===== config.mk =====
export PLATFORM = sky130hd
export DESIGN_NAME = bufc_mod
export DESIGN_NICKNAME = d
export VERILOG_FILES = /design/src/rtl/core/bufc_pkg.sv /design/src/rtl/core/bufc_mod.sv
export SDC_FILE = /design/constraint.sdc
export NUM_CORES = 1
export LEC_CHECK = 0
export BUFFER_PORTS_ARGS = -buffer_cell sky130_fd_sc_hd__buf_2
export CAP_MARGIN = 20
export CORE_ASPECT_RATIO = 0.8
export CORE_MARGIN = 2
export CORE_UTILIZATION = 23
export DETAILED_ROUTE_END_ITERATION = 6
export HOLD_SLACK_MARGIN = 0.08
export PLACE_DENSITY_LB_ADDON = 0.08
export SLEW_MARGIN = 20
export SYNTH_ARGS = -nofsm -noshare
export SYNTH_HDL_FRONTEND = slang
export SYNTH_SLANG_ARGS = --single-unit

===== constraint.sdc =====
create_clock -name clk_i -period 5.6 [get_ports clk_i]
set_input_delay 1.12 -clock clk_i [delete_from_list [all_inputs] [get_ports clk_i]]
set_output_delay 1.12 -clock clk_i [all_outputs]
set_load 0.1 [all_outputs]

===== src/rtl/core/bufc_pkg.sv =====
// bufc_pkg: sizes, codes, types and the pixel address helper of the upscaler.
// No dependencies.
`default_nettype none

package bufc_pkg;

  // Image store geometry
  localparam int MAX_WIDTH    = 64;
  localparam int MAX_HEIGHT   = 64;
  localparam int CHANNEL_BITS = 8;
  localparam int DEPTH        = MAX_WIDTH * MAX_HEIGHT;
  localparam int ADDR_W       = $clog2(DEPTH);

  // Field widths
  localparam int PIX_W   = 32;
  localparam int CH_W    = 8;
  localparam int NUM_CH  = 4;
  localparam int POS_W   = 9;
  localparam int HI_W    = 10;  // pos + half scale, before the shift
  localparam int SIZE_W  = 7;
  localparam int SHIFT_W = 2;
  localparam int SCALE_W = 4;   // 2^shift, up to 8
  localparam int WGT_W   = 7;   // product of two axis weights, up to 64
  localparam int SUM_W   = 14;  // 255 * 64 fits
  localparam int FRAC_W  = 6;
  localparam int NUM_NB  = 4;
  localparam int NB_W    = 2;
  localparam int MOD_CNT_W = $clog2(HI_W + 1);

  // Register port
  localparam int PADDR_W   = 5;
  localparam int PDATA_W   = 32;
  localparam int REG_IDX_W = 3;

  localparam logic [CH_W-1:0] CH_MASK = CH_W'((1 << CHANNEL_BITS) - 1);
  localparam logic [SIZE_W-1:0] W_LIMIT = SIZE_W'((MAX_WIDTH < 127) ? MAX_WIDTH : 127);
  localparam logic [SIZE_W-1:0] H_LIMIT = SIZE_W'((MAX_HEIGHT < 127) ? MAX_HEIGHT : 127);

  localparam logic OP_STORE   = 1'b0;
  localparam logic OP_QUERY   = 1'b1;
  localparam logic EDGE_WRAP  = 1'b0;
  localparam logic EDGE_CLAMP = 1'b1;

  localparam logic [REG_IDX_W-1:0] REG_X_SHIFT    = 3'd0;
  localparam logic [REG_IDX_W-1:0] REG_Y_SHIFT    = 3'd1;
  localparam logic [REG_IDX_W-1:0] REG_EDGE_MODE  = 3'd2;
  localparam logic [REG_IDX_W-1:0] REG_SRC_WIDTH  = 3'd3;
  localparam logic [REG_IDX_W-1:0] REG_SRC_HEIGHT = 3'd4;

  typedef logic [ADDR_W-1:0] addr_t;
  typedef logic [PIX_W-1:0]  pix_t;
  typedef logic [HI_W-1:0]   idx_t;
  typedef logic [SIZE_W-1:0] size_t;
  typedef logic [WGT_W-1:0]  wgt_t;
  typedef logic [SUM_W-1:0]  sum_t;
  typedef sum_t [NUM_CH-1:0] sum_vec_t;

  typedef struct packed {
    logic en;
    logic first;
  } mac_ctl_t;

  // Row-major address: row * MAX_WIDTH + column
  function automatic addr_t pix_addr(input idx_t x, input idx_t y);
    return ADDR_W'(32'(y) * MAX_WIDTH + 32'(x));
  endfunction

endpackage

`default_nettype wire


===== src/rtl/core/bufc_mod.sv =====
// bufc_mod: restoring remainder unit, one quotient bit per cycle.
// Depends on bufc_pkg.
`default_nettype none

module bufc_mod (
  input  logic             clk_i,
  input  logic             rst_ni,
  input  logic             start_i,
  input  bufc_pkg::idx_t   dividend_i,
  input  bufc_pkg::size_t  divisor_i,
  output logic             done_o,
  output bufc_pkg::size_t  rem_o
);
  import bufc_pkg::*;

  logic                 busy_q, busy_d;
  logic [MOD_CNT_W-1:0] cnt_q, cnt_d;
  idx_t                 dvd_q;
  size_t                dvs_q;
  size_t                rem_q;
  logic [SIZE_W:0]      trial;
  logic                 step;

  assign done_o = busy_q && (cnt_q == MOD_CNT_W'(HI_W));
  assign step   = busy_q && !done_o;
  assign trial  = {rem_q, dvd_q[HI_W-1]};

  always_comb begin
    busy_d = busy_q;
    cnt_d  = cnt_q;
    if (start_i) begin
      busy_d = 1'b1;
      cnt_d  = '0;
    end else if (done_o) begin
      busy_d = 1'b0;
    end else if (step) begin
      cnt_d = cnt_q + 1'b1;
    end
  end

  always_ff @(posedge clk_i or negedge rst_ni) begin
    if (!rst_ni) begin
      busy_q <= 1'b0;
      cnt_q  <= '0;
    end else begin
      busy_q <= busy_d;
      cnt_q  <= cnt_d;
    end
  end

  always_ff @(posedge clk_i) begin
    if (start_i) begin
      dvd_q <= dividend_i;
      dvs_q <= divisor_i;
      rem_q <= '0;
    end else if (step) begin
      dvd_q <= {dvd_q[HI_W-2:0], 1'b0};
      if (trial >= {1'b0, dvs_q}) begin
        rem_q <= SIZE_W'(trial - {1'b0, dvs_q});
      end else begin
        rem_q <= trial[SIZE_W-1:0];
      end
    end
  end

  assign rem_o = rem_q;

endmodule

`default_nettype wire


Yosys cells after proc, flatten, opt, wreduce, memory -nomap -nowiden
Cells that the tools add are included.
{"block": "op_classes", "reduce_logical": 6, "add_sub_neg": 2, "order_cmp": 1, "muxes": 8, "n_eq_ne": 2}
{"cell": "10-bit two-way mux", "n": 2}
{"cell": "4-bit two-way mux", "n": 3}
{"cell": "8-bit by 7-bit >= comparator with 1-bit output", "n": 1}
{"cell": "7-bit two-way mux", "n": 1}
{"cell": "7-bit subtractor", "n": 1}
{"cell": "4-bit by 1-bit adder with 4-bit output (second input constant)", "n": 1}
{"cell": "4-bit equality test (second input constant)", "n": 1}
{"cell": "2-bit nonzero test", "n": 2}
{"cell": "1-bit logical AND", "n": 2}
{"cell": "1-bit two-way mux", "n": 2}
{"cell": "2-bit != test (second input constant)", "n": 1}
{"cell": "2-bit AND reduction", "n": 1}
{"cell": "1-bit zero test", "n": 1}
{"block": "totals", "inputBits": 20, "out_inout_bits": 8, "regBits": 29, "wordCells": 24}

Depth between registers and ports, before layout
{"block": "logic_depth", "depth_word": 7, "ltp_mapped": 9, "depth_no_buf": 9}

Least setup slack after synthesis
OpenSTA, ideal clock, no wires.
{"block": "synth_timing", "path_type": "register -> output", "start": "register cnt_q[0]", "end": "output port done_o", "setup_slack_ps": 2532, "path_buffers": 0, "stages_incl_launch_ff": 5, "arrival_ps": 1948, "required_ps": 4480, "cell_sequence": "dfrtp_1 > inv_1 > ha_1 > nand3b_1 > nor2_1"}
{"block": "synth_between", "elab_chain_len": 2}
{"element": "start: declaration", "line_no": "bufc_mod.sv:17", "rtl": "logic [MOD_CNT_W-1:0] cnt_q, cnt_d;"}
{"element": "start signal: assignment", "line_no": "bufc_mod.sv:47", "rtl": "cnt_q <= cnt_d;"}
{"element": "4-bit equality test", "line_no": "bufc_mod.sv:24", "rtl": "assign done_o = busy_q && (cnt_q == MOD_CNT_W'(HI_W));"}
{"element": "1-bit logical AND", "line_no": "bufc_mod.sv:24"}
{"element": "end: declaration", "line_no": "bufc_mod.sv:11", "rtl": "output logic done_o,"}
Every way passes these cells.

Worst setup path in the final report
Same ends and word-level chain as after synthesis.

==> results_dict.tcl <==
set metrics [dict create \
    status "finished, final reports clean" \
    critical_path_buf_inv_count 2 \
    die_y_um 77.2 \
    power_frac_clock_pct 22.9 \
    p_int_uw 437 \
    grt_pass1_vias 1096 \
    clk_pin_slew_worst_paths_ps 60 \
    ys_ff_latch 29 \
    combPwrFrac_pct 40.0 \
    drt_iter0_drc 72 \
    portBuffers 27 \
    first_pass_iters 4 \
    drv_cap 0 \
    worst-r2r-setup-slack_ps 3360 \
    rows 26 \
    wirelength_um 3150 \
    vias 1151 \
    crit_chain "inv_1, ha_1, nand3b_1, nor2_1, buf_2" \
    drive_gt1_share_pct 30.0 \
    relSlewSlack_pct 58.1 \
    end_kind "output port" \
    synthCells 138 \
    cts_made_buffers 5 \
    grt_pass1_wl_um 5440 \
    slowest_delay_ps 430 \
    fin_crit_sh_pct 47.4 \
    ys_warn_count 0 \
    totalNegativeSetupSlack_ps 0 \
    worst_pin_slew_ps 628 \
    rsz0062_at_grt "false" \
    antenna_found_initial 0 \
    hold_violations 0 \
    synthesis.nets 168 \
    postSynthAreaPerCell_sq_um 11.2 \
    cts_resized 0 \
    clock-root-buffer "clkbuf_8" \
    fmaxAchievable_mhz 376 \
    cts_setup_buffers 0 \
    fin_worst_hold_slack_ps 508 \
    cp-start-kind "register" \
    finalPower_uw 739 \
    initial_core_util_pct 23.9 \
    ioPinCount 28 \
    synth_cell_type_count 33 \
    finalSetupViolations 0 \
    fin_skew_ps 8.77 \
    area_growth_pct 20.4 \
    pwr-share-seq_pct 37.1 \
    critPathKind "reg2out" \
    ir_drop_mv 0.128 \
    cts_buffer_depth 2 \
    grt_usage_pct 9.66 \
    arrival_ps 1540 \
    p_per_area_mw_per_mm2 398 \
    fin_cells 254 \
    ys_seq_area_share_pct 50.4 \
    clk_latency_ps 280 \
    hp-class "reg2reg" \
    dp_cells 246 \
    netlist_area_sq_mm 0.00154 \
    cpMaxStageDelayCell "buf_2" \
    synth-edff-count 17 \
    n_fill_cell 692 \
    finalNetCount 199 \
    fin_crit_ps 2660 \
    swShare_pct 40.9 \
    gp_routability_congestion 0.766 \
    synthArstFlopShare_pct 17.2 \
    final_max_slew_viol_count 0 \
    cts_tree "yes" \
    die_w_um 95.5 \
    antennaDiodeCount 0 \
    viasPerCell 4.53 \
    worstPathRequired_ps 4480 \
    p_switching_uw 302 \
    drc 0 \
    leakage_nw 0.824 \
    cts_sinks 29 \
    wl_per_cell_um 12.4 \
    fp.coreArea_sq_mm 0.00644 \
    grt-ovfl-total 0 \
    htreeDepth 2 \
    dieArea_sq_mm 0.00737 \
    synth_top_flop_cell "edfxtp_1" \
    crit_fanout 4 \
    ant_nets 0 \
    crit_family "buffers and inverters" \
    ctsHoldBuffers 0 \
    place.detailed.hpwl_um 2330 \
    grt_max_degree 31 \
]
[cell families (layout without fill, tap and decap cells)]
logic type      count (synthesis)  count (layout)  synth area share, %
compound gates                 23              23                 10.2
xor+xnor                        6               6                 3.41
fa+ha+maj                      10              10                 8.61
buf+inv                        15              47                 3.74
flops                          29              29                 50.4
mux                            15              15                 10.8
simple gates                   40              40                 12.9
[cell usage in the layout, fill, tap and decap left out, types with 2 or more instances in the layout]
cell type,count
xnor2_1,2
nor2_1,15
and2_1,2
edfxtp_1,17
nand2b_1,3
inv_1,12
o21ai_0,2
mux2_2,9
clkbuf_8,5
nand3_1,2
a211oi_1,5
xor2_1,4
clkinv_2,2
nand2_1,5
nand4_1,2
dfrtp_1,5
buf_2,27
mux2i_1,5
ha_1,9
nor3_1,5
nand3b_1,2
a31oi_1,2
dfxtp_1,7
a21oi_1,9
a31o_2,2
[Yosys cell counts (all sizes together), types with 5 or more instances]
master | number | area [sq um]
a211oi | 6 | 50.1
a21oi | 9 | 45.0
dfrtp | 5 | 125
dfxtp | 7 | 140
edfxtp | 17 | 510
ha | 9 | 113
inv | 12 | 45.0
mux2 | 10 | 116
mux2i | 5 | 50.1
nand2 | 5 | 18.8
nor2 | 16 | 67.6
nor3 | 5 | 25.0
[worst paths after layout]
path | cells past startpoint | end | from
setup reg to reg | 9 | rem_o[0] | dvd_q[9]
min in group asynchronous | 1 | cnt_q[3] | rst_ni
setup / recovery | 5 | done_o | cnt_q[0]
hold / removal | 2 | rem_o[2] | rem_o[2]
hold reg to reg | 2 | rem_o[2] | rem_o[2]
max in group asynchronous | 1 | cnt_q[0] | rst_ni
[layout make-up]
class / instances / area [sq um] / share of cell area (%)
tap: 84 / 105 / 5.67
clock inverter: 3 / 17.5 / 0.945
multi-input combinational: 94 / 707 / 38.1
sequential: 29 / 776 / 41.8
inverter: 12 / 45.0 / 2.43
timing repair buffer: 27 / 135 / 7.29
clock buffer: 5 / 68.8 / 3.71
[registers in the layout, summed over array words and instances, names as in the netlist]
name,cells
cnt_q,4
busy_q,1
dvd_q,10
dvs_q,7
rem_o,7
[worst reg2reg max path, delay by kind of cell, from the launching register on]
| family | cells | cell delay, ps |
|---|---|---|
| DFF | 1 | 360 |
| adders and majority gates | 2 | 590 |
| buffers and inverters | 2 | 130 |
| and+or+nand+nor | 2 | 410 |
| AOI/OAI and AO/OA | 2 | 330 |
| muxes | 1 | 340 |
[routing by layer]
metal  track usage [%]  routed length, um
met5                 0                  0
met1              13.4               1500
met3              4.32                231
met2              13.2               1370
met4              3.29                 39
[through the flow]
stage	setup WS, ps	utilization (%)	area [sq um]
after floorplan	2530	-	1540
after global placement	3110	27.4	1770
after detailed placement	3060	27.4	1770
after CTS	2910	28.8	1850
after global routing	2800	28.8	1850
final	2940	28.8	1850
[power groups by stage]
stage               registers (mW)  logic [mW]  clock network (mW)
finish                       0.274       0.296               0.169
detailed placement           0.279       0.295                   0
global route                 0.278       0.319               0.189
CTS                          0.274       0.297               0.177
floorplan                    0.365       0.151                   0
global placement             0.279       0.294                   0
No activity file was read; power rests on OpenSTA's default activity.
