## src/rtl/core/bufc_pkg.sv

```systemverilog
// bufc_pkg: sizes, codes, types and the pixel address helper of the upscaler.
// No dependencies.
`default_nettype none

package bufc_pkg;

  // Image store geometry
  localparam int MAX_WIDTH    = 64;
  localparam int MAX_HEIGHT   = 64;
  localparam int CHANNEL_BITS = 8;
  localparam int DEPTH        = MAX_WIDTH * MAX_HEIGHT;
  localparam int ADDR_W       = $clog2(DEPTH);

  // Field widths
  localparam int PIX_W   = 32;
  localparam int CH_W    = 8;
  localparam int NUM_CH  = 4;
  localparam int POS_W   = 9;
  localparam int HI_W    = 10;  // pos + half scale, before the shift
  localparam int SIZE_W  = 7;
  localparam int SHIFT_W = 2;
  localparam int SCALE_W = 4;   // 2^shift, up to 8
  localparam int WGT_W   = 7;   // product of two axis weights, up to 64
  localparam int SUM_W   = 14;  // 255 * 64 fits
  localparam int FRAC_W  = 6;
  localparam int NUM_NB  = 4;
  localparam int NB_W    = 2;
  localparam int MOD_CNT_W = $clog2(HI_W + 1);

  // Register port
  localparam int PADDR_W   = 5;
  localparam int PDATA_W   = 32;
  localparam int REG_IDX_W = 3;

  localparam logic [CH_W-1:0] CH_MASK = CH_W'((1 << CHANNEL_BITS) - 1);
  localparam logic [SIZE_W-1:0] W_LIMIT = SIZE_W'((MAX_WIDTH < 127) ? MAX_WIDTH : 127);
  localparam logic [SIZE_W-1:0] H_LIMIT = SIZE_W'((MAX_HEIGHT < 127) ? MAX_HEIGHT : 127);

  localparam logic OP_STORE   = 1'b0;
  localparam logic OP_QUERY   = 1'b1;
  localparam logic EDGE_WRAP  = 1'b0;
  localparam logic EDGE_CLAMP = 1'b1;

  localparam logic [REG_IDX_W-1:0] REG_X_SHIFT    = 3'd0;
  localparam logic [REG_IDX_W-1:0] REG_Y_SHIFT    = 3'd1;
  localparam logic [REG_IDX_W-1:0] REG_EDGE_MODE  = 3'd2;
  localparam logic [REG_IDX_W-1:0] REG_SRC_WIDTH  = 3'd3;
  localparam logic [REG_IDX_W-1:0] REG_SRC_HEIGHT = 3'd4;

  typedef logic [ADDR_W-1:0] addr_t;
  typedef logic [PIX_W-1:0]  pix_t;
  typedef logic [HI_W-1:0]   idx_t;
  typedef logic [SIZE_W-1:0] size_t;
  typedef logic [WGT_W-1:0]  wgt_t;
  typedef logic [SUM_W-1:0]  sum_t;
  typedef sum_t [NUM_CH-1:0] sum_vec_t;

  typedef struct packed {
    logic en;
    logic first;
  } mac_ctl_t;

  // Row-major address: row * MAX_WIDTH + column
  function automatic addr_t pix_addr(input idx_t x, input idx_t y);
    return ADDR_W'(32'(y) * MAX_WIDTH + 32'(x));
  endfunction

endpackage

`default_nettype wire

```

## src/rtl/core/bufc_mac.sv

```systemverilog
// bufc_mac: weighted accumulator, one lane per color channel.
// Depends on bufc_pkg.
`default_nettype none

module bufc_mac (
  input  logic               clk_i,
  input  bufc_pkg::mac_ctl_t ctl_i,
  input  bufc_pkg::pix_t     pix_i,
  input  bufc_pkg::wgt_t     wgt_i,
  output bufc_pkg::sum_vec_t acc_o
);
  import bufc_pkg::*;

  sum_vec_t acc_q, acc_d;
  logic [CH_W+WGT_W-1:0] prod [NUM_CH];

  always_comb begin
    acc_d = acc_q;
    for (int c = 0; c < NUM_CH; c++) begin
      prod[c] = (CH_W+WGT_W)'(pix_i[c*CH_W +: CH_W]) * (CH_W+WGT_W)'(wgt_i);
      if (ctl_i.en) begin
        acc_d[c] = SUM_W'(prod[c]) + (ctl_i.first ? '0 : acc_q[c]);
      end
    end
  end

  always_ff @(posedge clk_i) begin
    acc_q <= acc_d;
  end

  assign acc_o = acc_q;

endmodule

`default_nettype wire

```

## config.mk

```make
export PLATFORM = sky130hd
export DESIGN_NAME = bufc_mac
export DESIGN_NICKNAME = d
export VERILOG_FILES = /design/src/rtl/core/bufc_pkg.sv /design/src/rtl/core/bufc_mac.sv
export SDC_FILE = /design/constraint.sdc
export NUM_CORES = 1
export LEC_CHECK = 0
export BUFFER_PORTS_ARGS = -buffer_cell sky130_fd_sc_hd__buf_2
export CORE_MARGIN = 2
export CORE_UTILIZATION = 35
export DETAILED_ROUTE_END_ITERATION = 8
export GPL_ROUTABILITY_DRIVEN = 0
export MAX_ROUTING_LAYER = met4
export SETUP_SLACK_MARGIN = 0.15
export SYNTH_ARGS = -nofsm -noshare
export SYNTH_HDL_FRONTEND = slang
export SYNTH_SLANG_ARGS = --single-unit
```

## constraint.sdc

```tcl
create_clock -name clk_i -period 5.4 [get_ports clk_i]
set_clock_uncertainty 0.2 [all_clocks]
set_input_delay 0.54 -clock clk_i [delete_from_list [all_inputs] [get_ports clk_i]]
set_output_delay 0.54 -clock clk_i [all_outputs]
set_load 0.1 [all_outputs]
```

# [Word level (Yosys, flattened, before mapping)]
# Cells that the tools add are included.
[op_classes] add_sub_neg=4 mux=4 n_mul=4
[ops] op="adder 14 bit" n=4
[ops] op="multiplier 8 x 7 -> 14 bit" n=4
[ops] op="two-way mux 14 bit" n=4
[totals] register_bits=56 elab_cells=16 input_bits=42

# [Logic depth before layout (Yosys ltp)]
# Gate-level depths: netlist of run 1.
[depth] word_depth=2 depth_mapped=16 mapped_depth_nobuf=15

# [Worst setup path after synthesis of run 1]
# Ideal clock, no wire load.
[synth_timing] kind="input -> register" from="in wgt_i[6]" to="reg acc_q, in the netlist acc_o[55], data pin" setup_time_ns=0.264 stages=16 arrival_ns=4.155 slack_ns=0.781 path_cell_list="clkbuf_1 clkbuf_1 nand2_1 fa_1 fa_1 inv_1 fa_1 inv_1 fa_1 inv_1 ha_1 nand3_2 nor2_2 a211oi_2 o41ai_2 xnor2_1"
[synth_between] elab_chain_cells=2
[synth_rtl] item="start, declared" line="bufc_mac.sv:9" rtl="input bufc_pkg::wgt_t wgt_i,"
[synth_rtl] item="multiplier 8 x 7 -> 14 bit" line="bufc_mac.sv:20" rtl="prod[c] = (CH_W+WGT_W)'(pix_i[c*CH_W +: CH_W]) * (CH_W+WGT_W)'(wgt_i);"
[synth_rtl] item="adder 14 bit" line="bufc_mac.sv:22" rtl="acc_d[c] = SUM_W'(prod[c]) + (ctl_i.first ? '0 : acc_q[c]);"
[synth_rtl] item="end signal, assigned" line="bufc_mac.sv:28" rtl="acc_q <= acc_d;"
[synth_rtl] item="end, declared" line="bufc_mac.sv:14" rtl="sum_vec_t acc_q, acc_d;"
# No other way between the ends.
# A chain may end at the register's enable or synchronous reset.

# [Worst setup path after layout of run 1]
[layout_timing] from="in wgt_i[2]" to="reg acc_q, in the netlist acc_o[41], data pin"
# The elaborated chain is that of the path after synthesis.

==> flow_summary.yaml, run 1 <==
status:
  status: "complete, no violations"
placed_design:
  preCtsSetupSlack_ns: 0.414
  port_buffers: 97
  dp_hpwl_um: 18900
cells_and_area:
  final_nets: 1545
  fill_cells: 2970
  largest_reg_flops: 56
  multi_input_area_sq_um: 7860
  drive_gt1_share_pct: 9.95
  areaGrowthSynthToFinish_pct: 10.4
  seqCellArea_sq_um: 1680
yosys:
  ys_ff_latch: 56
  synth_cell_type_count: 39
  yosysMostFrequentCell: "inv_1"
  synth_edf_count: 56
  syn_area_sq_um: 10600
  ys.flop_type: "edfxtp_1"
  yosysSeqAreaShare_pct: 15.8
  synthTopCellsByCount: "inv_1 (269), fa_1 (164), and2_1 (162)"
  syn_area_per_cell_sq_um: 9.42
  synth_top_area_share_pct: 30.8
  async_flop_share_pct: 0
  yosysTopAreaCell: "fa_1"
  yosys-top-cells-area: "fa_1 (31%), edfxtp_1 (16%), ha_1 (15%)"
  synthCells: 1130
  synthesis.nets: 1460
  ys_warn_count: 0
routing:
  ant_nets: 0
  wl_per_cell_um: 14.5
  routed_via_density: 4.57
  post-route-drc-count: 0
  drtPass1Iterations: 4
  drt_wl_total_um: 23300
  via_count: 7350
  first_iter_violations: 385
floorplan:
  io_pins: 98
  row_count: 63
  die_y_um: 178
  die_x_um: 178
  start_util_pct: 35.7
  die_area_sq_um: 31800
  coreArea_sq_um: 29800
global_route:
  gr-total-overflow: 0
  grt_pass1_wl_um: 40300
  grt.total_usage_pct: 16.4
  grt_pass1_vias: 7961
  grt_antenna_before_repair: 1
  grt_max_degree: 57
sta:
  max_freq_mhz: 215
  holdWs_ns: 0.503
  rsz0062_at_grt: "no"
  worst_slack_ns: 0.751
  final-setup-viol-count: 0
  tightest_slew_ns: 0.878
  post-route-min-period_ns: 4.65
  timing.slew.headroom_pct: 41.5
  maxSlewViolCount: 0
  hold_viol: 0
  period_share_pct: 86.1
  fin_tns_setup_ns: 0
critical_path:
  path_max_fanout: 32
  critPathKind: "primary input to flop"
  r2r_slack_ns: 1.51
  crit_required_ns: 5.27
  worstReg2RegStart: "acc_o[5]"
  start_kind: "primary input"
  cp-end-kind: "flop"
  reg2reg_to: "acc_o[13]"
  cp.arrival_ns: 4.51
  reg2reg_depth: 12
pwr:
  seqPwrFrac_pct: 15.1
  clock_power_share_pct: 5.8
  comb_power_share_pct: 79.1
  powerDensity_nw_per_um2: 585
  peakVddDrop_mv: 0.272
  p_switching_mw: 3.84
  p_int_mw: 3.03
  power.static_leakage_nw: 5.83
  switching_share_pct: 55.9
clocking:
  hold_buffers: 0
  htreeDepth: 2
  cts_made_buffers: 5
  cts_setup_buffers: 0
  ctsLongestPathBuffers: 2
  cts_tree: "done"
  post_cts_resize_count: 0
  cts_sinks: 56
  clkLatencyLatePin_ns: 0.33
  root_buffer: "clkbuf_16"
  clk_pin_slew_ns: 0.07
hold_path:
  timing.hold.worst.start: "acc_o[28]"
  hold_path.class: "flop to flop"
  holdPathStages: 2
  min_to: "acc_o[28]"
job:
  maxCapViolCount: 0
## critical path, cell delays in order
cell,delay [ns]
buf_2,0.46
nand2_1,0.16
fa_1,0.52
fa_1,0.55
inv_1,0.05
fa_1,0.47
inv_1,0.05
fa_1,0.47
inv_1,0.04
ha_1,0.31
o21ai_0,0.23
a21boi_0,0.12
o211ai_1,0.26
a31oi_1,0.14
xnor2_1,0.14
## through the flow
step | std cells | instance area, sq um | util [%] | total power, mW
after CTS | 1606 | 11700 | 39.4 | 6.94
final | 1607 | 11800 | 39.4 | 6.87
after floorplan | 1130 | 10600 | - | 5.50
after global placement | 1598 | 11600 | 38.9 | 6.42
after global routing | 1607 | 11800 | 39.4 | 7.60
after detailed placement | 1598 | 11600 | 38.9 | 6.50
## kinds of logic after synthesis
kind of cell	after synthesis	share of synthesized area, %
buf+inv	296	10.4
simple gates	348	18.4
flops	56	15.8
xor+xnor	56	4.61
compound gates	85	5.28
fa+ha+maj	288	45.4
mux	1	0.0940
## per-layer routing
| layer | wire, um | vias up | track usage (%) |
|---|---|---|---|
| li1 | - | 3598 | - |
| met1 | 11600 | 3638 | 22.5 |
| met2 | 10600 | 96 | 25.9 |
| met3 | 764 | 18 | 2.02 |
| met4 | 267 | 0 | 3.66 |
| met5 | 0 | - | - |
## placed cells by master, fill, tap and decap left out, types with 5 or more instances in the layout
cell type	n
a211oi_1	6
a21o_1	5
a21oi_1	20
and2_1	162
buf_2	97
buf_4	8
clkbuf_16	5
edfxtp_1	56
fa_1	164
ha_1	124
inv_1	269
nand2_1	74
nand2b_1	18
nor2_1	14
nor2b_1	60
o21ai_0	22
or3_1	6
xnor2_1	43
xor2_1	13
## cell type report
| cell class | instances | area share [%] |
|---|---|---|
| Clock inverter | 3 | 0.362 |
| Multi-Input combinational cell | 778 | 66.9 |
| Antenna cell | 1 | 0.0213 |
| Timing Repair Buffer | 105 | 4.64 |
| Sequential cell | 56 | 14.3 |
| Inverter | 269 | 8.59 |
| Tap cell | 390 | 4.15 |
| Clock buffer | 5 | 1.06 |
## worst max-delay path by stage
stage | startpoint | end | slack [ns] | depth (start not counted)
after floorplan | wgt_i[6] | acc_o[55] | 0.78 | 16
after global placement | wgt_i[2] | acc_o[13] | 0.48 | 15
after detailed placement | wgt_i[2] | acc_o[41] | 0.41 | 15
after CTS | wgt_i[2] | acc_o[41] | 0.76 | 15
after global routing | wgt_i[2] | acc_o[13] | 0.48 | 15
final | wgt_i[2] | acc_o[41] | 0.75 | 15
## power groups by stage
stage / Clock, mW / Sequential, mW / Combinational [mW]
floorplan: 0 / 2.35 / 3.16
global placement: 0 / 1.05 / 5.37
detailed placement: 0 / 1.05 / 5.45
CTS: 0.414 / 1.05 / 5.48
global route: 0.421 / 1.07 / 6.12
finish: 0.401 / 1.04 / 5.43
Note: power is estimated with default switching activity, not from simulation.
==> run 2, diff against run 1 <==
REMOVE_ABC_BUFFERS = 1   (was default)
SLEW_MARGIN = 30   (was default)
==> run 2 against run 1 <==
Against the previous run: design area grew 0.21%; setup slack lost 0.12 ns; critical path depth shrank 1; flip-flop and latch count is the same; critical endpoint is now acc_o[54]; first-iteration DRC count shrank 28%; critical path type unchanged; register-to-register slack lost 0.04 ns; clock power grew 6.0%; via count grew 1.2%; die area is the same; maximum frequency shrank 2.6%; highest routed layer unchanged; core utilization grew 0.084 points.
==> flow_summary.yaml, run 2 (synthesis results as in run 1) <==
global_route:
  grt.total_usage_pct: 17.1
  grt_pass1_vias: 8068
  grt_pass1_wl_um: 41500
  grt_antenna_before_repair: 3
  gr-total-overflow: 0
  grt_max_degree: 57
clocking:
  cts_tree: "done"
  root_buffer: "clkbuf_16"
  ctsLongestPathBuffers: 2
  cts_made_buffers: 5
  clkLatencyLatePin_ns: 0.33
  cts_sinks: 56
  htreeDepth: 2
  post_cts_resize_count: 0
  clk_pin_slew_ns: 0.09
  cts_setup_buffers: 0
  hold_buffers: 0
cells_and_area:
  final_nets: 1548
  largest_reg_flops: 56
  final_cell_mix: "inv_1 (269), fa_1 (164), and2_1 (162), ha_1 (124), buf_2 (97)"
  final_core_util_pct: 39.5
  layout_commonest_cell: "inv_1"
  drive_gt1_share_pct: 10.1
  areaGrowthSynthToFinish_pct: 10.6
pwr:
  power.static_leakage_nw: 5.84
  peakVddDrop_mv: 0.327
  powerDensity_nw_per_um2: 586
critical_path:
  slowest_delay_ns: 0.55
  crit_required_ns: 5.31
  critPathKind: "primary input to flop"
  slowest_stage: "fa_1"
  path_cells: "buf_2, nand2_1, fa_1, inv_1, fa_1, fa_1, inv_1, fa_1, inv_1, ha_1, or2_2, a21o_1, o21a_1, o311ai_1"
  path_common_cell: "fa_1"
  cp.arrival_ns: 4.68
  start_kind: "primary input"
  cp-end-kind: "flop"
  critical_path_buf_inv_count: 4
  path_max_fanout: 32
  cp_top_family: "adder cells"
sta:
  rsz0062_at_grt: "no"
  timing.slew.headroom_pct: 42.9
  hold_viol: 0
  final-setup-viol-count: 0
  post-route-min-period_ns: 4.77
  max_freq_mhz: 210
  maxSlewViolCount: 0
  holdWs_ns: 0.500
  fin_tns_setup_ns: 0
  tightest_slew_ns: 0.856
  period_share_pct: 88.4
routing:
  via_count: 7440
  post-route-drc-count: 0
  wl_per_cell_um: 15.0
  ant_nets: 0
  drtPass1Iterations: 5
  drt_wl_total_um: 24200
  first_iter_violations: 278
  routed_via_density: 4.62
job:
  maxCapViolCount: 0
status:
  status: "complete, no violations"
placed_design:
  dp_hpwl_um: 18800
  port_buffers: 97
floorplan:
  die_x_um: 178
  die_area_sq_um: 31800
  io_pins: 98
  start_util_pct: 35.7
  row_count: 63
  die_y_um: 178
  coreArea_sq_um: 29800
hold_path:
  hold_path.class: "flop to flop"
run 2: path summary, 6_finish.rpt:
| check | from | to | slack [ns] | cells past startpoint |
|---|---|---|---|---|
| worst min register to register | acc_o[42] | acc_o[42] | 0.50 | 2 |
| worst max register to register | acc_o[6] | acc_o[13] | 1.47 | 12 |
| worst min-delay path | acc_o[42] | acc_o[42] | 0.50 | 2 |
| worst max-delay path | wgt_i[2] | acc_o[54] | 0.63 | 14 |
run 2: routing by layer:
layer | vias to the layer above | routed length [um] | track usage (%)
li1 | 3619 | - | -
met1 | 3705 | 12000 | 23.8
met2 | 105 | 11100 | 26.9
met3 | 11 | 868 | 2.09
met4 | 0 | 226 | 3.15
met5 | - | 0 | -
run 2: tightest hold or removal path, cell delays in order, from the launching register on:
cell and delay [ns]:
edfxtp_1 0.34, nor2b_1 0.13, ha_1 0.12
run 2: final cells by class:
cell class / count / area (sq um)
clock buffer: 5 / 125
sequential: 56 / 1680
clock inverter: 3 / 42.5
antenna: 2 / 5.00
multi-input combinational: 778 / 7860
fill: 3023 / 18000
timing repair buffer: 108 / 568
inverter: 269 / 1010
tap: 390 / 488
run 2: report_power, final:
group	internal (mW)	switching, mW
clock network	0.220	0.204
registers	0.912	0.131
logic	1.89	3.54
run 2: per-stage QoR:
step	area, sq um	worst slack, ns	power (mW)	cells
2_1_floorplan	10500	1.16	5.49	1103
3_3_place_gp	11600	0.386	6.45	1601
3_5_place_dp	11600	0.338	6.49	1601
4_1_cts	11800	0.593	6.98	1609
5_1_grt	11800	0.417	7.64	1611
6_report	11800	0.629	6.90	1611
